**src/design/sem_pkg.sv**
```systemverilog
`default_nettype none
package sem_pkg;

	localparam int MaxWidth  = 2048;
	localparam int MaxHeight = 4096;
	localparam int ColW      = $clog2(MaxWidth);
	localparam int RowW      = $clog2(MaxHeight);
	localparam int WidthW    = 12;
	localparam int HeightW   = 13;
	localparam int CfgIdxW   = 2;
	localparam int CfgDataW  = 13;
	localparam int JobDepth  = 4;
	localparam int OutDepth  = 4;
	localparam int SatLimit  = 65280;

	// configuration register indexes
	localparam logic [CfgIdxW-1:0] RegFrameWidth  = 2'd0;
	localparam logic [CfgIdxW-1:0] RegFrameHeight = 2'd1;

	// item commands
	localparam logic CmdPixel = 1'b0;
	localparam logic CmdDrain = 1'b1;

	typedef struct packed {
		logic [7:0] red;
		logic [7:0] green;
		logic [7:0] blue;
	} pixel_t;

	typedef struct packed {
		pixel_t top;
		pixel_t mid;
		pixel_t bot;
	} column_t;

	typedef struct packed {
		column_t lft;
		column_t ctr;
		column_t rgt;
		logic    fend;
	} job_t;

	typedef struct packed {
		logic       command;
		logic [7:0] pixel_red;
		logic [7:0] pixel_green;
		logic [7:0] pixel_blue;
	} in_item_t;

	typedef struct packed {
		logic [7:0] edge_red;
		logic [7:0] edge_green;
		logic [7:0] edge_blue;
		logic       frame_end;
	} out_item_t;

	typedef enum logic [2:0] {
		F_IDLE,
		F_PIX,
		F_PIX_B,
		F_DRN0,
		F_DRN1,
		F_DRN2
	} front_state_t;

	typedef enum logic [1:0] {
		B_IDLE,
		B_SQ,
		B_ROOT,
		B_DONE
	} back_state_t;

endpackage
`default_nettype wire

```
**src/design/sem_jobq.sv**
```systemverilog
`default_nettype none
module sem_jobq (
	input  wire logic          clk,
	input  wire logic          arst_n,
	input  wire logic          push,
	input  wire sem_pkg::job_t push_data,
	input  wire logic          pop,
	output sem_pkg::job_t      head,
	output logic               avail,
	output logic               room2
);
	import sem_pkg::*;

	localparam int PtrW = $clog2(JobDepth);
	localparam int CntW = $clog2(JobDepth + 1);

	job_t            mem_q [JobDepth];
	logic [PtrW-1:0] wp_q;
	logic [PtrW-1:0] rp_q;
	logic [CntW-1:0] cnt_q;

	assign head  = mem_q[rp_q];
	assign avail = (cnt_q != '0);
	assign room2 = (cnt_q <= CntW'(JobDepth - 2));

	// pointers and fill count
	always_ff @(posedge clk or negedge arst_n) begin
		if (!arst_n) begin
			wp_q  <= '0;
			rp_q  <= '0;
			cnt_q <= '0;
		end else begin
			if (push) wp_q <= wp_q + 1'b1;
			if (pop)  rp_q <= rp_q + 1'b1;
			if (push && !pop)      cnt_q <= cnt_q + 1'b1;
			else if (pop && !push) cnt_q <= cnt_q - 1'b1;
		end
	end

	// storage
	always_ff @(posedge clk) begin
		if (push) mem_q[wp_q] <= push_data;
	end

endmodule
`default_nettype wire

```
**config.mk**
```make
export PLATFORM = sky130hd
export DESIGN_NAME = sem_jobq
export DESIGN_NICKNAME = d
export VERILOG_FILES = /design/src/design/sem_pkg.sv /design/src/design/sem_jobq.sv
export SDC_FILE = /design/constraint.sdc
export NUM_CORES = 1
export LEC_CHECK = 0
export BUFFER_PORTS_ARGS = -buffer_cell sky130_fd_sc_hd__buf_2
export CAP_MARGIN = 10
export CORE_MARGIN = 2
export CORE_UTILIZATION = 51
export DETAILED_ROUTE_END_ITERATION = 12
export PLACE_DENSITY = 0.82
export SETUP_SLACK_MARGIN = 0.1
export SYNTH_ARGS = -nofsm -noshare
export SYNTH_HDL_FRONTEND = slang
export SYNTH_SLANG_ARGS = --single-unit
```
**constraint.sdc**
```tcl
create_clock -name clk -period 6.5 [get_ports clk]
set_input_delay 0.975 -clock clk [delete_from_list [all_inputs] [get_ports clk]]
set_output_delay 0.975 -clock clk [all_outputs]
set_load 0.005 [all_outputs]
```
==> metrics.cfg <==
[run_status]
outcome=complete, no violations

[run]
drv_cap=0

[global_route]
grt_max_degree=113
grt_pass1_wl_um=93500
grt_overflow=0
antenna_found_initial=20
grt_use_total_pct=19.6
grt_pass1_vias=15100

[layout]
final_area_um2=37500
area_delta_synth_final_pct=17.5
drive_gt1_share_pct=45.8
final_nets=1885
final_common_cell=edfxtp_1
mostFrequentLayoutCells=edfxtp_1 (868), buf_2 (439), mux4_2 (217)

[worst_setup_path]
endpoint_kind=primary output
cp_top_family=flip-flops
worstSetupEndpoint=head[130]
crit_slowest_cell=dfrtp_4
r2r_cells=3
cp_slowest_stage_delay_ns=1.08
worstSetupPathType=reg2out
crit_buf_inv=2
path_depth=3
path_cells=buf_4, mux4_2, buf_2
required_ns=5.52
r2r_start=wp_q[0]
reg2reg_slack_ns=3.88
worstSetupStartpointType=flop
cp_max_fo=70
startpoint=rp_q[1]
reg2reg_to=mem_q[3][112]
critPathArrivalTime_ns=3.19

[clocking]
worstSkewPairLatency_ns=0.62
cts_resized=0
cts_buffer_depth=3
cts_tree=built
cts_max_level=3
cts.sinks=875
cts_setup_buffers=0
cts_buffers=85
clk_pin_slew_worst_paths_ns=0.06
cts_hold_buffers=0
root_buffer=clkbuf_16

[floorplanning]
core_um2=61800
chipHeight_um=254
die-area_um2=64600
initial_core_util_pct=51.6
io_pins=440
placementRows=91
die_x_um=254

[route]
drt-total-wl_um=63700
route.antenna.remaining_nets=0
num_vias=14200
drc=0
wl_per_cell_um=24.8
drt_first_pass_iters=5
vias_per_cell=5.53
drtIter0Drc=1088

[placement]
finalWeightedCongestion=0.768
place_area_um2=34800
numPortBuffers=439
pre_cts_ws_ns=2.98
hpwl_um=36700

[timing]
worst_pin_slew_ns=1.10
finalCritPeriodShare_pct=64.0
fmax_mhz=240
setup_tns_ns=0
slew_viol_final=0
fin_skew_ns=0.0155
maxSlewHeadroom_pct=26.9
hold_violations=0
setup_viol=0
finalWorstSetupSlack_ns=2.34
rsz0062_at_grt=false
fin_crit_ns=4.16

[power]
power_uw=16900
power_density_nw_per_um2=450
power_leakage_uw=0.0127
ir_drop_v=0.000300

[synthesis]
netlist_area_um2=31900
synth_edf_count=868
synth-seq-area-share_pct=82.2
synthDistinctLibCells=20
synth_ff_type=edfxtp_1
yosys_warnings=0
syn_nets=1395
synth.avg_cell_area_um2=27.3
ys_ff_latch=875
syn-instance-count=1168
synthArstFlopShare_pct=0.800

[hold_path]
hold_path.class=in2async

worst reg2reg max path, stage by stage (launching register included):
cell	delay [ns]
dfrtp_1	0.41
ha_1	0.17
and2_4	0.79
buf_12	0.54
flip-flops by register name, indices dropped and copies added (netlist names):
name / flops
mem_q: 868
wp_q: 2
cnt_q: 3
rp_q: 2
logic make-up (layout without fill, tap and decap cells):
group	Yosys count	after routing	synth area share (%)
XOR/XNOR	6	6	0.165
adder cells (fa/ha/maj)	6	6	0.259
AO/OA/AOI/OAI	2	2	0.0313
AND/OR/NAND/NOR	8	8	0.133
flip-flops	875	875	82.2
other	0	11	0
buffers and inverters	53	605	1.90
multiplexers	218	218	15.3
cell usage after synthesis, drive strengths merged (2+ instances only):
cell | number | share of area, %
buf | 48 | 1.8
ha | 5 | 0.20
xor2 | 4 | 0.11
mux4 | 217 | 15
and2 | 4 | 0.078
dfrtp | 7 | 0.55
edfxtp | 868 | 82
inv | 4 | 0.047
nand2 | 2 | 0.024
xnor2 | 2 | 0.055
routing by layer:
metal  track usage [%]  vias to the layer above  share of wire [%]  routed length, um
li1                  -                     6078                  -                  -
met1              24.1                     7414                 36              23200
met2              33.1                      571                 52              33200
met3              5.96                      119                8.4               5360
met4              7.39                       20                2.8               1800
met5                 0                        -               0.19                121
area by class of cell:
| class | count | area (um^2) |
|---|---|---|
| Antenna cell | 11 | 27.5 |
| Clock buffer | 107 | 2230 |
| Clock inverter | 42 | 458 |
| Fill cell | 4132 | 24300 |
| Inverter | 4 | 15.0 |
| Multi-Input combinational cell | 240 | 5100 |
| Sequential cell | 875 | 26200 |
| Tap cell | 837 | 1050 |
| Timing Repair Buffer | 452 | 2380 |
power by group:
group	switching, uW	internal [uW]
registers	394	7390
clock network	2010	2720
logic	2250	2120
through the flow:
stage          util [%]  cells  hold slack, ns
4_1_cts            60.6   2557           0.143
3_5_place_dp       56.3   2408           0.498
2_1_floorplan         -   1168           0.458
6_report           60.7   2568           0.189
3_3_place_gp       56.3   2408           0.472
5_1_grt            60.6   2564           0.171
how the worst min path moves through the flow:
stage                        start        to  slack [ns]  cells past startpoint
after global placement    cnt_q[2]  cnt_q[2]        0.47                      1
after floorplan           cnt_q[2]  cnt_q[2]        0.46                      1
after global routing        arst_n  cnt_q[2]        0.17                      1
after CTS                   arst_n   rp_q[0]        0.14                      1
final                       arst_n   rp_q[0]        0.19                      1
after detailed placement  cnt_q[2]  cnt_q[2]        0.50                      1
(Power assumes the default switching activity.)
