==> src/design/sem_pkg.sv <==
`default_nettype none
package sem_pkg;

	localparam int MaxWidth  = 2048;
	localparam int MaxHeight = 4096;
	localparam int ColW      = $clog2(MaxWidth);
	localparam int RowW      = $clog2(MaxHeight);
	localparam int WidthW    = 12;
	localparam int HeightW   = 13;
	localparam int CfgIdxW   = 2;
	localparam int CfgDataW  = 13;
	localparam int JobDepth  = 4;
	localparam int OutDepth  = 4;
	localparam int SatLimit  = 65280;

	// configuration register indexes
	localparam logic [CfgIdxW-1:0] RegFrameWidth  = 2'd0;
	localparam logic [CfgIdxW-1:0] RegFrameHeight = 2'd1;

	// item commands
	localparam logic CmdPixel = 1'b0;
	localparam logic CmdDrain = 1'b1;

	typedef struct packed {
		logic [7:0] red;
		logic [7:0] green;
		logic [7:0] blue;
	} pixel_t;

	typedef struct packed {
		pixel_t top;
		pixel_t mid;
		pixel_t bot;
	} column_t;

	typedef struct packed {
		column_t lft;
		column_t ctr;
		column_t rgt;
		logic    fend;
	} job_t;

	typedef struct packed {
		logic       command;
		logic [7:0] pixel_red;
		logic [7:0] pixel_green;
		logic [7:0] pixel_blue;
	} in_item_t;

	typedef struct packed {
		logic [7:0] edge_red;
		logic [7:0] edge_green;
		logic [7:0] edge_blue;
		logic       frame_end;
	} out_item_t;

	typedef enum logic [2:0] {
		F_IDLE,
		F_PIX,
		F_PIX_B,
		F_DRN0,
		F_DRN1,
		F_DRN2
	} front_state_t;

	typedef enum logic [1:0] {
		B_IDLE,
		B_SQ,
		B_ROOT,
		B_DONE
	} back_state_t;

endpackage
`default_nettype wire

==> src/design/sem_back.sv <==
`default_nettype none
module sem_back (
	input  wire logic               clk,
	input  wire logic               arst_n,
	input  wire sem_pkg::job_t      head,
	input  wire logic               avail,
	output logic                    job_pop,
	output logic                    empty,
	input  wire logic               pop,
	output sem_pkg::out_item_t      result
);
	import sem_pkg::*;

	localparam int PtrW = $clog2(OutDepth);
	localparam int CntW = $clog2(OutDepth + 1);

	back_state_t       state_q, state_d;
	logic [9:0]        ax_s1 [3];
	logic [9:0]        ay_s1 [3];
	logic [20:0]       sum_s2 [3];
	logic [7:0]        root_q [3];
	logic [2:0]        bit_q;
	logic              fend_s1;

	logic [2:0][7:0]   lt, lm, lb, ct, cb, rt, rm, rb;
	logic signed [10:0] gx [3];
	logic signed [10:0] gy [3];
	logic [10:0]       gxa [3];
	logic [10:0]       gya [3];
	logic [7:0]        trial [3];
	logic [7:0]        res [3];
	logic [16:0]       rsq [3];

	out_item_t         ofifo_q [OutDepth];
	logic [PtrW-1:0]   wp_q, rp_q;
	logic [CntW-1:0]   cnt_q;
	logic              opush, opop;

	function automatic logic signed [10:0] grad(input logic [7:0] p0, input logic [7:0] n0,
			input logic [7:0] p1, input logic [7:0] n1,
			input logic [7:0] p2, input logic [7:0] n2);
		logic signed [10:0] d0, d1, d2;
		d0 = $signed({3'b0, p0}) - $signed({3'b0, n0});
		d1 = $signed({3'b0, p1}) - $signed({3'b0, n1});
		d2 = $signed({3'b0, p2}) - $signed({3'b0, n2});
		return d0 + (d1 <<< 1) + d2;
	endfunction

	// Sobel gradients per channel, index 2 red, 1 green, 0 blue
	always_comb begin
		lt = head.lft.top; lm = head.lft.mid; lb = head.lft.bot;
		ct = head.ctr.top; cb = head.ctr.bot;
		rt = head.rgt.top; rm = head.rgt.mid; rb = head.rgt.bot;
		for (int ch = 0; ch < 3; ch++) begin
			gx[ch]  = grad(rt[ch], lt[ch], rm[ch], lm[ch], rb[ch], lb[ch]);
			gy[ch]  = grad(lb[ch], lt[ch], cb[ch], ct[ch], rb[ch], rt[ch]);
			gxa[ch] = gx[ch][10] ? 11'(-gx[ch]) : 11'(gx[ch]);
			gya[ch] = gy[ch][10] ? 11'(-gy[ch]) : 11'(gy[ch]);
		end
	end

	// root trial bit and final rounding
	always_comb begin
		for (int ch = 0; ch < 3; ch++) begin
			trial[ch] = root_q[ch] | (8'd1 << bit_q);
			rsq[ch]   = ({9'b0, root_q[ch]} * {9'b0, root_q[ch]}) + {9'b0, root_q[ch]};
			if (sum_s2[ch] > 21'(SatLimit))      res[ch] = 8'd255;
			else if (sum_s2[ch] > 21'(rsq[ch]))  res[ch] = root_q[ch] + 1'b1;
			else                                 res[ch] = root_q[ch];
		end
	end

	// sequencer
	always_comb begin
		state_d = state_q;
		job_pop = 1'b0;
		opush   = 1'b0;
		unique case (state_q)
			B_IDLE: begin
				if (avail) begin
					job_pop = 1'b1;
					state_d = B_SQ;
				end
			end
			B_SQ:   state_d = B_ROOT;
			B_ROOT: if (bit_q == '0) state_d = B_DONE;
			B_DONE: begin
				if (cnt_q != CntW'(OutDepth)) begin
					opush   = 1'b1;
					state_d = B_IDLE;
				end
			end
			default: state_d = B_IDLE;
		endcase
	end

	always_ff @(posedge clk or negedge arst_n) begin
		if (!arst_n) begin
			state_q <= B_IDLE;
		end else begin
			state_q <= state_d;
		end
	end

	// datapath registers
	always_ff @(posedge clk) begin
		unique case (state_q)
			B_IDLE: begin
				for (int ch = 0; ch < 3; ch++) begin
					ax_s1[ch] <= gxa[ch][9:0];
					ay_s1[ch] <= gya[ch][9:0];
				end
				fend_s1 <= head.fend;
			end
			B_SQ: begin
				for (int ch = 0; ch < 3; ch++) begin
					sum_s2[ch] <= ({11'b0, ax_s1[ch]} * {11'b0, ax_s1[ch]})
						+ ({11'b0, ay_s1[ch]} * {11'b0, ay_s1[ch]});
					root_q[ch] <= '0;
				end
				bit_q <= 3'd7;
			end
			B_ROOT: begin
				for (int ch = 0; ch < 3; ch++) begin
					if (({13'b0, trial[ch]} * {13'b0, trial[ch]}) <= sum_s2[ch])
						root_q[ch] <= trial[ch];
				end
				bit_q <= bit_q - 1'b1;
			end
			default: begin
			end
		endcase
	end

	// result queue
	assign opop   = pop && (cnt_q != '0);
	assign empty  = (cnt_q == '0);
	assign result = ofifo_q[rp_q];

	always_ff @(posedge clk or negedge arst_n) begin
		if (!arst_n) begin
			wp_q  <= '0;
			rp_q  <= '0;
			cnt_q <= '0;
		end else begin
			if (opush) wp_q <= wp_q + 1'b1;
			if (opop)  rp_q <= rp_q + 1'b1;
			if (opush && !opop)      cnt_q <= cnt_q + 1'b1;
			else if (opop && !opush) cnt_q <= cnt_q - 1'b1;
		end
	end

	always_ff @(posedge clk) begin
		if (opush) ofifo_q[wp_q] <= {res[2], res[1], res[0], fend_s1};
	end

endmodule
`default_nettype wire

==> config.mk <==
export PLATFORM = sky130hd
export DESIGN_NAME = sem_back
export DESIGN_NICKNAME = d
export VERILOG_FILES = /design/src/design/sem_pkg.sv /design/src/design/sem_back.sv
export SDC_FILE = /design/constraint.sdc
export NUM_CORES = 2
export LEC_CHECK = 0
export BUFFER_PORTS_ARGS = -buffer_cell sky130_fd_sc_hd__buf_2
export CORE_MARGIN = 5
export CORE_UTILIZATION = 45
export DETAILED_ROUTE_END_ITERATION = 10
export PLACE_DENSITY_LB_ADDON = 0.12
export SLEW_MARGIN = 20
export SYNTH_ARGS = -nofsm -noshare
export SYNTH_HDL_FRONTEND = slang
export SYNTH_SLANG_ARGS = --single-unit
==> constraint.sdc <==
create_clock -name clk -period 11.25 [get_ports clk]
set_input_delay 2.25 -clock clk [delete_from_list [all_inputs] [get_ports clk]]
set_output_delay 2.25 -clock clk [all_outputs]
set_load 0.005 [all_outputs]
==> metrics.md <==
| Metric | Value |
|---|---|
| Post-synthesis net count | `6,786` |
| Ys Warns | `0` |
| Final cycle utilization of the critical path | `0.727` |
| Overflow after GRT | `0` |
| Port Buffers | `223` |
| Hold Crit Class | `register to register` |
| Clk slew on worst S/H paths | `0.07 ns` |
| Clock sinks | `260` |
| Fin. Hold Viols | `0` |
| Initial Utilization | `0.454` |
| Max Cap Violations | `0` |
| Starting DRT DRC Count | `about 1,500` |
| Final net count | `6,966` |
| Crit path required time | `11.52 ns` |
| First-pass GRT wire length | `175,000 µm` |
| Hold path endpoint | `cnt_q[2]` |
| Clock Skew | `0.0521 ns` |
| Core ar. | `roughly 0.11 mm²` |
| Worst r2r dst | `root_q[0][20]` |
| DRC | `0` |
| WS Path Type | `register to register` |
| Seq cells post-synth | `260` |
| Sequential area share after synthesis | `0.159` |
| Synth top area cells | `fa_1 26%, ha_1 20%, edfxtp_1 15%, inv_1 8.9%, xnor2_1 4.2%` |
| Routed Wire Length | `102,000 µm` |
| Crit path DAT | `8.45 ns` |
| Setup crit start | `bit_q[0]` |
| Post-DP HPWL | `about 88,000 µm` |
| Share of cells above drive strength 1 | `0.0658` |
| Vias per cell | `4.99` |
| Final setup vio count | `0` |
| H-Tree Level Count | `2` |
| Synth top area share | `0.262` |
| GRT Total Usage | `0.181` |
| Die footprint | `0.115 mm²` |
| Io pins | `between 200 and 250` |
| Initial antenna violation count | `4` |
| Post-route setup TNS | `0 ns` |
| Routed WL per cell | `15.1 µm` |
| Most frequent cells in the layout | `1,155 x inv_1, 763 x ha_1, 639 x fa_1` |
| Area of the mapped netlist | `0.0488 mm²` |
| Post-synth ARST share | `0.0346` |
| Ys flop type | `edfxtp_1` |
| Slew Viols, Final | `0` |
| R2R setup slack | `3.07 ns` |
| CP startpoint kind | `register` |
| ANT nets after route | `0` |
| Hold Path Origin | `cnt_q[2]` |
| Worst R2R Path Depth | `27` |
| Synth area leader | `fa_1` |
| Max clock buf depth | `3` |
| Syn_area_per_cell | `9.46 µm²` |
| Slew @ Worst Pin | `1.00 ns` |
| Post-CTS Setup Bufs | `0` |
| Root buf cell | `clkbuf_16` |
| Chip Width | `between 300 and 400 µm` |
| Hold Buf Count CTS | `0` |
| Vias | `33,800` |
| Drt pass-1 iters | `5` |
| Worst R2R Start | `bit_q[0]` |
| Worst Path Max Fanout | `24` |
| Status | `complete, no violations` |
| Crit. End Element | `register` |
| Slew margin rel. | `0.325` |
| Routability-driven placement congestion ratio | `0.836` |
| RSZ-0062 raised after global routing | `no` |
| Number of global-route vias before repair | `35,300` |
| Die height | `339 µm` |
| Worst-Skew Late Latency | `0.60 ns` |
| Inserted Clock Buffers | `34` |
| Post_cts resized | `0` |
| Max frequency | `0.122 GHz` |
| CTS tree | `built` |
| Number of core rows | `120` |
| Number of synthesized flops with an enable pin | `251` |
| Post-Synthesis Cells | `between 5,000 and 6,000` |
| Count of unique library cells instantiated by Yosys | `76` |
| Layout overhead on the synthesized area | `7.72%` |
| Commonest non-fill, non-tap cell in the layout | `inv_1` |
| Largest net degree at the start of global routing | `67` |
| Final Critical Period | `approximately 8.2 ns` |
| WHS Path Cells | `1` |
metrics by stage:
| stage | setup slack (ns) | cell area (µm²) | instances | util | hold WS [ns] |
|---|---|---|---|---|---|
| final | 3.07 | 52600 | 6771 | 0.489 | 0.495 |
| after global routing | 2.45 | 52600 | 6770 | 0.489 | 0.531 |
| after CTS | 3.06 | 52600 | 6768 | 0.489 | 0.502 |
| after detailed placement | 3.14 | 51500 | 6708 | 0.479 | 0.490 |
| after global placement | 3.22 | 51500 | 6708 | 0.479 | 0.486 |
| after floorplan | 4.39 | 48800 | 5161 | - | 0.456 |
synthesized netlist by cell type (40+ instances only):
cell,count
fa_1,639
o21ai_0,141
nand3_1,40
a21oi_1,218
nand2_1,279
inv_1,1155
ha_1,765
clkbuf_1,81
o21a_1,45
a21o_1,131
nor2b_1,61
nor2_1,304
nor3_1,61
o21bai_1,46
xnor2_1,232
xor2_1,140
and2_1,186
edfxtp_1,251
kinds of logic after synthesis:
family | count (synthesis) | synth area share
buffers and inverters | 1247 | 0.0960
and+or+nand+nor | 1111 | 0.111
adders and majority gates | 1404 | 0.458
xor gates and xnor gates | 372 | 0.0667
muxes | 38 | 0.0144
DFF | 260 | 0.159
AOI/OAI and AO/OA | 729 | 0.0949
flip-flops by register name (all words and copies together), names as in the netlist:
| signal | flops |
|---|---|
| state_q | 2 |
| ay_s1 | 30 |
| sum_s2 | 63 |
| cnt_q | 3 |
| fend_s1 | 1 |
| wp_q | 2 |
| ofifo_q | 100 |
| rp_q | 2 |
| ax_s1 | 30 |
| bit_q | 3 |
| root_q | 24 |
metal layers:
| layer | vias to the layer above | share of wire | GRT usage |
|---|---|---|---|
| met2 | 456 | 0.47 | 0.308 |
| met1 | 16200 | 0.48 | 0.254 |
| li1 | 17000 | - | - |
| met5 | - | 0.000068 | 0 |
| met3 | 81 | 0.034 | 0.0204 |
| met4 | 2 | 0.014 | 0.0306 |
worst max-delay path, stage by stage, from the launching register on:
cell	delay (ns)
edfxtp_1	0.45
inv_1	0.15
ha_1	0.31
nor2b_1	0.49
nor2_1	0.34
or2_2	0.40
inv_1	0.08
fa_1	0.44
fa_1	0.54
inv_1	0.05
fa_1	0.50
fa_1	0.54
inv_1	0.04
ha_1	0.33
o21a_1	0.12
o21a_1	0.18
a41o_1	0.25
nor4_1	0.16
nor3_1	0.10
xor2_1	0.16
ha_1	0.30
a21o_1	0.11
a21oi_1	0.06
o21ai_0	0.22
mux2i_1	0.12
a31oi_1	0.42
and3_1	0.88
nor2_1	0.10
area by class of cell:
class	count	area [µm²]
Multi-Input combinational cell	3654	36400
Tap cell	1403	1760
Clock buffer	37	862
Inverter	1158	4350
Fill cell	10200	54900
Antenna cell	3	7.51
Clock inverter	23	262
Sequential cell	260	7760
Timing Repair Buffer	233	1190
worst max path at each step:
stage	endpoint	slack, ns	cells past startpoint
finish	root_q[0][20]	3.07	27
global route	root_q[0][11]	2.45	27
CTS	root_q[0][20]	3.06	27
detailed placement	root_q[0][20]	3.14	27
global placement	root_q[0][21]	3.22	27
floorplan	root_q[0][10]	4.39	30
Power is left out: the tool's default activity adds up to more than one toggle a clock period on the data nets, which glitch-free logic cannot reach.
